`config.mk`:
```
export PLATFORM = sky130hd
export DESIGN_NAME = npgo_queue
export DESIGN_NICKNAME = d
export VERILOG_FILES = /design/src/sv/npgo_pkg.sv /design/src/sv/npgo_queue.sv
export SDC_FILE = /design/constraint.sdc
export NUM_CORES = 1
export LEC_CHECK = 0
export BUFFER_PORTS_ARGS = -buffer_cell sky130_fd_sc_hd__buf_2
export CAP_MARGIN = 5
export CORE_ASPECT_RATIO = 1.25
export CORE_UTILIZATION = 40
export DETAILED_ROUTE_END_ITERATION = 12
export SETUP_SLACK_MARGIN = 0.3
export SYNTH_ARGS = -nofsm -noshare
export SYNTH_HDL_FRONTEND = slang
export SYNTH_SLANG_ARGS = --single-unit
```
`constraint.sdc`:
```
create_clock -name clk_i -period 4.2 [get_ports clk_i]
set_input_delay 1.05 -clock clk_i [delete_from_list [all_inputs] [get_ports clk_i]]
set_output_delay 1.05 -clock clk_i [all_outputs]
set_load 0.03 [all_outputs]
```
`src/sv/npgo_pkg.sv`:
```
// Package for the nearest point goal offset block.
// Holds widths, item and state types and the saturation helper.
// Used by every module of the block; depends on nothing.
package npgo_pkg;

  localparam int CW   = 24;
  localparam int MW   = CW + 1;
  localparam int DW   = 2 * MW + 1;
  localparam int AW   = (MW < 31) ? MW : 31;
  localparam int NB   = 2 * (AW + 1);
  localparam int GOW  = 16;
  localparam int OW   = GOW + 1;
  localparam int NW   = GOW + AW + 2;
  localparam int SUMW = (CW + 2 > OW + 2) ? CW + 2 : OW + 2;
  localparam int SQCW = $clog2(AW + 2);
  localparam int DVCW = $clog2(NW + 1);
  localparam logic [GOW-1:0] GOAL_OFFSET_RST = GOW'(2560);

  localparam logic [1:0] OP_POS   = 2'd0;
  localparam logic [1:0] OP_POINT = 2'd1;
  localparam logic [1:0] OP_END   = 2'd2;

  typedef enum logic [1:0] {
    K_POS,
    K_POINT,
    K_LAST,
    K_END
  } kind_e;

  typedef struct packed {
    kind_e                kind;
    logic signed [CW-1:0] x;
    logic signed [CW-1:0] y;
  } item_t;

  typedef enum logic [3:0] {
    ST_IDLE,
    ST_PDIFF,
    ST_PSQR,
    ST_PCMP,
    ST_EDIFF,
    ST_ESQR,
    ST_ESUM,
    ST_SQRT,
    ST_DMUL,
    ST_DLOAD,
    ST_DRUN,
    ST_GOAL,
    ST_EMIT
  } state_e;

  function automatic logic [CW-1:0] sat(input logic signed [SUMW-1:0] v);
    logic signed [SUMW-1:0] hi;
    logic signed [SUMW-1:0] lo;
    hi = SUMW'((64'sd1 <<< (CW - 1)) - 64'sd1);
    lo = -SUMW'(64'sd1 <<< (CW - 1));
    if (v > hi) begin
      return hi[CW-1:0];
    end else if (v < lo) begin
      return lo[CW-1:0];
    end
    return v[CW-1:0];
  endfunction

endpackage

```
`src/sv/npgo_queue.sv`:
```
// Two-entry request queue between the front and back parts.
// Depends on npgo_pkg for the item type.
module npgo_queue import npgo_pkg::*; (
  input  logic  clk_i,
  input  logic  rst_ni,
  input  logic  push_i,
  input  item_t push_item_i,
  output logic  full_o,
  input  logic  pop_i,
  output logic  valid_o,
  output item_t item_o
);

  item_t      mem_q [2];
  logic       wr_q, wr_d;
  logic       rd_q, rd_d;
  logic [1:0] cnt_q, cnt_d;

  assign full_o  = (cnt_q == 2'd2);
  assign valid_o = (cnt_q != 2'd0);
  assign item_o  = mem_q[rd_q];

  always_comb begin
    wr_d  = wr_q;
    rd_d  = rd_q;
    cnt_d = cnt_q;
    if (push_i) begin
      wr_d = ~wr_q;
    end
    if (pop_i) begin
      rd_d = ~rd_q;
    end
    if (push_i && !pop_i) begin
      cnt_d = cnt_q + 2'd1;
    end else if (!push_i && pop_i) begin
      cnt_d = cnt_q - 2'd1;
    end
  end

  always_ff @(posedge clk_i or negedge rst_ni) begin
    if (!rst_ni) begin
      wr_q  <= 1'b0;
      rd_q  <= 1'b0;
      cnt_q <= 2'd0;
    end else begin
      wr_q  <= wr_d;
      rd_q  <= rd_d;
      cnt_q <= cnt_d;
    end
  end

  always_ff @(posedge clk_i) begin
    if (push_i) begin
      mem_q[wr_q] <= push_item_i;
    end
  end

endmodule

```
; ---- After elaboration in Yosys (flattened, before gate mapping)
; Memories as Yosys holds them, arrays and structs flattened.
; Cells that the tools add are included.
; W data, S select, Z words.
[word_totals]
register_bits = 4
latchBits = 0
mem_bits_rw = 100
mem_bits_ro = 0
in_bits = 54
output_inout_bits = 52
word_cells = 19
mem_count = 1
[memory_table]
columns = name, depth, width, rd, rd_ports_with_merged_regs, wr, line_no
row1 = mem_q, 2, 50, 1, 0, 1, npgo_queue.sv:14  ; item_t mem_q [2];
[classes]
add_sub_neg = 2
multipliers = 0
div_mod_pow = 0
magnitude_cmp = 0
eq_ne = 1
n_shift = 0
mux = 4
bitwise = 2
reduce_logical = 6
[op_table]
columns = op, count
row1 = $mux W2, 2
row2 = $reduce_bool A2 Y1, 2
row3 = $add A2 B1 Y2 const B, 1
row4 = $eq A2 B2 Y1 const B, 1
row5 = $logic_and A1 B1 Y1, 2
row6 = $logic_not A1 Y1, 2
row7 = $mux W1, 2
row8 = $not A1 Y1, 2
row9 = $sub A2 B1 Y2 const B, 1

; ---- Depth between registers and ports, before layout
; Gate-level depths: netlist of run 1.
[depth]
word_depth = 4
ltp_mapped = 5

; ---- Worst setup path before layout of run 1
; No wires, ideal clock.
[synth_path]
path_type = in2reg
from = in push_i
to = mem mem_q[0][0] in the netlist's numbering, enable pin
setup_time_ns = 0.464
t_arrival_ns = 3.266
slack_ns = 0.470
cell_stages = 1
n_path_buf = 0
cell_sequence = nor2b_1
[synth_between]
elab_chain_len = 2
[synth_rtl]
columns = element, line_no
row1 = "start, declared", npgo_queue.sv:6  ; input logic push_i,
row2 = $mux W1, npgo_queue.sv:53  ; if (push_i) begin
row3 = $mux W1 (implied by the code), npgo_queue.sv:54  ; mem_q[wr_q] <= push_item_i;
row4 = "end, declared", npgo_queue.sv:14
; No other way between the ends.

==> results.toml, run 1 <==
[drt]
routed_via_density = 4.557
avgRoutedWirePerCell_um = 15.40
vias = 1891
drt-total-wl_mm = 6.389
antenna_left = 0
post-route-drc-count = 0
drt_iter0_markers = 58
drt_first_pass_iters = 4

[synth]
postSynthCellCount = 172
synth_area_per_cell_um2 = 23.55
yosysSeqAreaShare = 0.7661
yosys_register_bits = 104
synth_cell_type_count = 14
synthesis.area_mm2 = 0.004050
syn_nets = 227
synthArstFlopShare = 0.03846
synthFlopType = "edfxtp_1"
ys_warn_count = 0
synth_edf_count = 100

[worst_setup_path]
cpMaxStageDelayCell = "dfrtp_4"
timing.rr.end = "mem_q[1][18]$_DFFE_PP_"
endpoint_kind = "output port"
crit_start = "rd_q$_DFFE_PN0P_"
required_ps = 3150
critPathKind = "reg -> out"
startpoint_type = "flop"
crit_cells = 2
path_buf_inv = 1
cp.arrival_ps = 2000
crit_path_end = "item_o[42]"
rr_worst_depth = 2
cp_cell_sequence = "mux2_2, buf_2"
crit_path_max_incr_delay_ps = 1070
r2r_start = "wr_q$_DFFE_PN0P_"
reg2reg_slack_ps = 2370
cp_max_fo = 51
critical-path-top-delay-family = "flip-flops"

[global_route]
grt-ovfl-total = 0
grt_pass1_vias = 2011
antenna_found_initial = 0
grt_usage = 0.1322
grt_max_degree = 52
grt_pass1_wl_mm = 10.06

[power]
seqPwrFrac = 0.445
p_sw_mw = 1.212
swShare = 0.3429
internal_power_mw = 2.323
ir_drop_uv = 432.2
comb_power_share = 0.353
p_total_mw = 3.535
p_clk_frac = 0.203
power-per-cell-area_mw_per_mm2 = 718.7
leakagePower_nw = 1.990

[outcome]
outcome = "completed"

[placed_design]
portBuffers = 105
place_area_mm2 = 0.004662
pre_cts_ws_ps = 1470
dp_hpwl_mm = 4.253
dp_cells = 399
routabilityCongestion = 0.6516

[cells_and_area]
finish.utilization = 0.5066
layout.cells.non_filler = 415
final_common_cell = "buf_2"
layout_common_cells = "105 x buf_2, 100 x edfxtp_1, 49 x mux2_4"
design_area_mm2 = 0.004918
fill_cells = 831
regArea_mm2 = 0.003107
nNetsFinal = 339
multi_input_area_um2 = 840.8
drive_gt1_frac = 0.5952
num_antenna_cells = 0
area_delta_synth_final_pct = 21.44

[die]
dieArea_mm2 = 0.01053
core_area_mm2 = 0.009709
die_y_um = 114.5
dieWidth_um = 92
boundaryPins = 106
fp-row-count = 40
start_util = 0.4171

[clocking]
cts_max_path_buffers = 2
cts.repair.resized = 0
htree_levels = 3
clk_latency_ps = 330
clkTransAtPathRegs_ps = 60
cts_setup_buffers = 0
cts_tree = "yes"
cts-root-buf = "clkbuf_16"
numCtsBuffers = 9
hold_buffers = 0
cts.sinks = 104

[sta]
fmax_mhz = 327.8
tightest_slew_ps = 958.3
setup_tns_ps = 0
fin_ws_ps = 1150
maxSlewViolCount = 0
final_hold_viol_count = 0
worst_hold_slack_ps = 481.3
relSlewSlack = 0.3611
rsz0062_at_grt = "no"
finClkSkew_ps = 3.044
period_share = 0.7263
setup_viol = 0
fin_crit_ps = 3050

[worst_hold_path]
hold_class = "reg -> reg"

[flow_run]
cap_violations = 0
==> registers in the layout (all words and copies together) (netlist names) <==
name,cells
cnt_q,2
rd_q,1
wr_q,1
mem_q,100
==> cells by family (layout without fill, tap and decap cells) <==
logic type | after synthesis | in the layout | share of synthesized area
buffers and inverters | 7 | 124 | 0.02842
and+or+nand+nor | 5 | 5 | 0.007106
adders and majority gates | 1 | 1 | 0.003089
muxes | 50 | 50 | 0.1844
DFF | 104 | 104 | 0.7661
xor gates and xnor gates | 5 | 5 | 0.01081
==> layer usage <==
layer / wire (um) / GRT usage
met3: 364 / 0.03652
met5: 0 / 0
met2: 3395 / 0.2249
met1: 2508 / 0.1443
met4: 119 / 0.08750
==> layout make-up <==
class | instances | share of cell area
Sequential cell | 104 | 0.6316
Multi-Input combinational cell | 61 | 0.1709
Timing Repair Buffer | 107 | 0.1124
Clock buffer | 11 | 0.04732
Tap cell | 126 | 0.03205
Clock inverter | 5 | 0.004833
Inverter | 1 | 0.0007632
==> synthesized netlist by cell type (2+ instances only) <==
| master | n | share of area |
|---|---|---|
| buf_12 | 5 | 0.025 |
| dfrtp_1 | 4 | 0.025 |
| edfxtp_1 | 100 | 0.74 |
| mux2_4 | 49 | 0.18 |
| nor2b_1 | 2 | 0.0031 |
| xor2_1 | 4 | 0.0086 |
==> power groups by stage <==
stage,Clock (mW),Combinational [mW],Sequential (mW)
5_1_grt,0.777,1.31,1.60
3_5_place_dp,0,1.27,1.60
6_report,0.716,1.25,1.57
3_3_place_gp,0,1.27,1.59
2_1_floorplan,0,1.17,1.45
4_1_cts,0.740,1.27,1.58
==> worst min path at each step <==
stage	slack, ps	depth (start not counted)	startpoint	end
finish	480	1	cnt_q[1]$_DFFE_PN0P_	cnt_q[1]$_DFFE_PN0P_
detailed placement	470	1	cnt_q[1]$_DFFE_PN0P_	cnt_q[1]$_DFFE_PN0P_
floorplan	450	1	cnt_q[1]$_DFFE_PN0P_	cnt_q[1]$_DFFE_PN0P_
global route	490	1	cnt_q[1]$_DFFE_PN0P_	cnt_q[1]$_DFFE_PN0P_
CTS	480	1	cnt_q[1]$_DFFE_PN0P_	cnt_q[1]$_DFFE_PN0P_
global placement	460	1	cnt_q[1]$_DFFE_PN0P_	cnt_q[1]$_DFFE_PN0P_
(Power assumes the default switching activity.)
==> inputs of run 2 (changes only) <==
--- a/config.mk
+++ b/config.mk
@@ -10,6 +10,7 @@
 export CORE_ASPECT_RATIO = 1.25
 export CORE_UTILIZATION = 40
 export DETAILED_ROUTE_END_ITERATION = 12
+export PLACE_DENSITY = 0.66
 export SETUP_SLACK_MARGIN = 0.3
 export SYNTH_ARGS = -nofsm -noshare
 export SYNTH_HDL_FRONTEND = slang
==> constraint.sdc (replaced) <==
create_clock -name clk_i -period 2.5 [get_ports clk_i]
set_input_delay 0.625 -clock clk_i [delete_from_list [all_inputs] [get_ports clk_i]]
set_output_delay 0.625 -clock clk_i [all_outputs]
set_load 0.03 [all_outputs]
==> results.toml, run 2 (synthesis gave the netlist of run 1 again) <==
[sta]
setup_tns_ps = 0
relSlewSlack = 0.7683
period_share = 0.8671
tightest_slew_ps = 347.6
maxSlewViolCount = 0
rsz0062_at_grt = "yes"
setup_viol = 0
worst_hold_slack_ps = 89.06
final_hold_viol_count = 0
fmax_mhz = 461.3
fin_crit_ps = 2168
finClkSkew_ps = 6.484

[die]
dieArea_mm2 = 0.01053
core_area_mm2 = 0.009709
fp-row-count = 40
die_y_um = 114.5
boundaryPins = 106
start_util = 0.4171
dieWidth_um = 92

[clocking]
cts.sinks = 104
cts_tree = "yes"
cts_max_path_buffers = 2
cts-root-buf = "clkbuf_16"
clkTransAtPathRegs_ps = 60
clk_latency_ps = 340
numCtsBuffers = 9
htree_levels = 3
hold_buffers = 0

[global_route]
grt_max_degree = 27
grt_usage = 0.1268
grt-ovfl-total = 0
grt_pass1_wl_mm = 9.742
antenna_found_initial = 1
grt_pass1_vias = 1981

[placed_design]
dp_hpwl_mm = 4.399
portBuffers = 105
routabilityCongestion = 0.6368
dp_cells = 404

[power]
leakagePower_nw = 2.057
p_clk_frac = 0.211
internal_power_mw = 4.086
seqPwrFrac = 0.397
swShare = 0.3361
comb_power_share = 0.392
ir_drop_uv = 509.6
p_sw_mw = 2.069
power-per-cell-area_mw_per_mm2 = 1221

[worst_setup_path]
rr_worst_depth = 2
reg2reg_slack_ps = 1070
startpoint_type = "flop"
cp.arrival_ps = 1540
cpMaxStageDelayCell = "dfrtp_4"
cp_cell_sequence = "buf_12, mux2_4, buf_2"
endpoint_kind = "output port"
critical-path-top-delay-family = "flip-flops"
r2r_start = "wr_q$_DFFE_PN0P_"
crit_path_max_incr_delay_ps = 530
critPathKind = "reg -> out"
required_ps = 1880
path_buf_inv = 2
cp_max_fo = 18
timing.rr.end = "mem_q[1][16]$_DFFE_PP_"

[cells_and_area]
layout_common_cells = "105 x buf_2, 100 x edfxtp_1, 49 x mux2_4"
area_delta_synth_final_pct = 24.44
top_register = "mem_q"
top_regs = "mem_q x100, cnt_q x2"
finish.utilization = 0.5191
drive_gt1_frac = 0.6162
layout.cells.non_filler = 424
nNetsFinal = 347
largest_reg_flops = 100
final_common_cell = "buf_2"

[outcome]
outcome = "completed"

[drt]
routed.top_layer = "met4"
wl_met1_mm = 2.453
drt_iter0_markers = 52
post-route-drc-count = 0
antenna_left = 0
vias = 1915
avgRoutedWirePerCell_um = 15.22
routed_via_density = 4.517
drt-total-wl_mm = 6.452
drt_first_pass_iters = 3
route.met3.wl_um = 349
dr_wl_met2_mm = 3.485

[flow_run]
cap_violations = 0

[worst_hold_path]
hold_class = "in -> async"
-- run 2: power groups by stage --
stage | clock (mW) | sequential, mW | combinational, mW
2_1_floorplan | 0 | 2.43 | 1.98
3_3_place_gp | 0 | 2.47 | 2.38
3_5_place_dp | 0 | 2.50 | 2.39
4_1_cts | 1.34 | 2.45 | 2.44
5_1_grt | 1.40 | 2.47 | 2.54
6_report | 1.30 | 2.44 | 2.41
-- run 2: stage by stage --
| step | total power, mW | area [um2] | setup WS, ps |
|---|---|---|---|
| after floorplan | 4.407 | 4059 | 681.0 |
| after global placement | 4.846 | 4725 | 611.2 |
| after detailed placement | 4.889 | 4725 | 587.1 |
| after CTS | 6.234 | 5030 | 299.7 |
| after global routing | 6.417 | 5037 | 280.4 |
| final | 6.154 | 5040 | 332.3 |
-- run 2: layout make-up --
class                      count  area [um2]
tap                          126       157.7
multi-input combinational     61       840.8
sequential                   104        3107
clock buffer                  13       270.3
timing repair buffer         115       641.9
antenna                        1       2.502
clock inverter                 3       16.27
inverter                       1       3.754
fill                         852        4669
-- run 2: how the worst max path moves through the flow --
| stage | end | cells after the start | slack (ps) | start |
|---|---|---|---|---|
| CTS | item_o[10] | 3 | 300 | rd_q$_DFFE_PN0P_ |
| global placement | item_o[1] | 3 | 610 | rd_q$_DFFE_PN0P_ |
| global route | item_o[10] | 3 | 280 | rd_q$_DFFE_PN0P_ |
| detailed placement | item_o[0] | 3 | 590 | rd_q$_DFFE_PN0P_ |
| floorplan | mem_q[0][0]$_DFFE_PP_ | 1 | 680 | push_i |
| finish | item_o[10] | 3 | 330 | rd_q$_DFFE_PN0P_ |
-- run 2: per-layer routing --
layer	track usage	vias to the layer above
met4	0.08021	0
met3	0.03320	12
li1	-	913
met5	0	-
met2	0.2229	56
met1	0.1350	934
-- run 2: what timing repair did --
action | 4_1_cts | 5_1_grt
buffers inserted | 2 | 1
resized for setup | 1 | 0
endpoints found under the setup margin | 45 | 40
hold endpoints to repair | 0 | 0
==> inputs of run 3 (changes only) <==
--- a/config.mk
+++ b/config.mk
@@ -10,7 +10,7 @@
 export CORE_ASPECT_RATIO = 1.25
 export CORE_UTILIZATION = 40
 export DETAILED_ROUTE_END_ITERATION = 12
-export PLACE_DENSITY = 0.66
+export PLACE_DENSITY = 0.68
 export SETUP_SLACK_MARGIN = 0.3
 export SYNTH_ARGS = -nofsm -noshare
 export SYNTH_HDL_FRONTEND = slang
==> results.toml, run 3 (synthesis gave the netlist of run 1 again) <==
[die]
dieArea_mm2 = 0.01053
dieWidth_um = 92
fp-row-count = 40
core_area_mm2 = 0.009709
die_y_um = 114.5
boundaryPins = 106
start_util = 0.4171

[drt]
routed_via_density = 4.505
vias = 1901
antenna_left = 0
avgRoutedWirePerCell_um = 15.03
drt-total-wl_mm = 6.342
post-route-drc-count = 0
drt_iter0_markers = 70
drt_first_pass_iters = 4

[power]
internal_power_mw = 4.114
power-per-cell-area_mw_per_mm2 = 1228
ir_drop_uv = 473.2
leakagePower_nw = 2.060
p_sw_mw = 2.095
comb_power_share = 0.387
seqPwrFrac = 0.393
swShare = 0.3374
p_clk_frac = 0.220

[worst_setup_path]
endpoint_kind = "output port"
required_ps = 1880
cp_max_fo = 23
critPathKind = "reg -> out"
r2r_start = "wr_q$_DFFE_PN0P_"
crit_start = "rd_q$_DFFE_PN0P_"
cp.arrival_ps = 1560
startpoint_type = "flop"

[sta]
final_hold_viol_count = 0
tightest_slew_ps = 291.5
period_share = 0.8756
relSlewSlack = 0.8056
fmax_mhz = 456.8
rsz0062_at_grt = "yes"
setup_tns_ps = 0
finClkSkew_ps = 3.481
maxSlewViolCount = 0
setup_viol = 0
fin_crit_ps = 2189

[clocking]
cts_max_path_buffers = 2
clk_latency_ps = 340
cts-root-buf = "clkbuf_16"
cts.sinks = 104
clkTransAtPathRegs_ps = 60
numCtsBuffers = 9
cts_tree = "yes"
htree_levels = 3

[cells_and_area]
layout.cells.non_filler = 422
top_register = "mem_q"
layout_common_cells = "105 x buf_2, 100 x edfxtp_1, 49 x mux2_4"
drive_gt1_frac = 0.6216
top_regs = "mem_q x100, cnt_q x2"
num_antenna_cells = 0
final_common_cell = "buf_2"
nNetsFinal = 346
area_delta_synth_final_pct = 24.84
largest_reg_flops = 100

[placed_design]
portBuffers = 105
dp_cells = 403
routabilityCongestion = 0.6437
dp_hpwl_mm = 4.282

[flow_run]
cap_violations = 0

[outcome]
outcome = "completed"

[global_route]
grt_max_degree = 51
antenna_found_initial = 0
grt_pass1_vias = 1864
grt_pass1_wl_mm = 9.597
grt_usage = 0.1278
grt-ovfl-total = 0

[worst_hold_path]
hold_class = "in -> async"
## run 3: cell count changes in the layout (fill, tap and decap cells not counted), sizes merged
cell      change
diode         -1
clkinv        +1
inv           +1
clkbuf        -4
clkinvlp      +1
buf           -1
bufinv        +1
## run 3: critical path, stage by stage, from the launching register on
cell,delay [ps]
dfrtp_4,520
buf_12,190
mux2_4,320
buf_2,180
## run 3: timing repair
action | 4_1_cts | 5_1_grt
hold buffers | 0 | 0
buffers inserted | 3 | 0
endpoints found under the setup margin | 42 | 22
gates resized for setup | 2 | 0
hold endpoints to repair | 0 | 0
## run 3: power by group through the flow
stage	combinational (mW)	sequential (mW)	clock, mW
2_1_floorplan	1.98	2.43	0
3_3_place_gp	2.36	2.48	0
3_5_place_dp	2.37	2.51	0
4_1_cts	2.45	2.45	1.41
5_1_grt	2.55	2.47	1.47
6_report	2.40	2.44	1.37
## run 3: per-layer routing
layer	vias to the layer above	GRT usage	share of wire
li1	914	-	-
met5	-	0	0
met4	0	0.09375	0.028
met3	12	0.02922	0.051
met2	66	0.2114	0.51
met1	909	0.1452	0.41
## run 3: final cells by class
| type | instances | area, um2 |
|---|---|---|
| timing repair buffer | 114 | 650.6 |
| fill | 823 | 4653 |
| inverter | 1 | 3.754 |
| sequential | 104 | 3107 |
| tap | 126 | 157.7 |
| clock inverter | 7 | 71.32 |
| clock buffer | 9 | 225.2 |
| multi-input combinational | 61 | 840.8 |
## run 3: worst paths after layout
check                           slack [ps]  depth (start not counted)                      to
worst max-delay path                   310                          3              item_o[38]
worst min-delay path                    80                          1    cnt_q[1]$_DFFE_PN0P_
worst max register to register        1300                          2  mem_q[0][35]$_DFFE_PP_
worst min register to register         500                          1    cnt_q[1]$_DFFE_PN0P_
max in group asynchronous             2270                          1        rd_q$_DFFE_PN0P_
min in group clk_i                     470                          1   mem_q[0][9]$_DFFE_PP_
## run 3: metrics by stage
| step | hold WS (ps) | worst slack (ps) | util | power, mW | area, um2 |
|---|---|---|---|---|---|
| 5_1_grt | 76.87 | 262.4 | 0.5207 | 6.487 | 5056 |
| 2_1_floorplan | 329.4 | 681.0 | - | 4.407 | 4059 |
| 4_1_cts | 70.63 | 286.3 | 0.5207 | 6.303 | 5056 |
| 3_5_place_dp | 444.1 | 554.6 | 0.4871 | 4.874 | 4730 |
| 6_report | 83.83 | 310.9 | 0.5207 | 6.208 | 5056 |
| 3_3_place_gp | 446.4 | 571.5 | 0.4871 | 4.846 | 4730 |
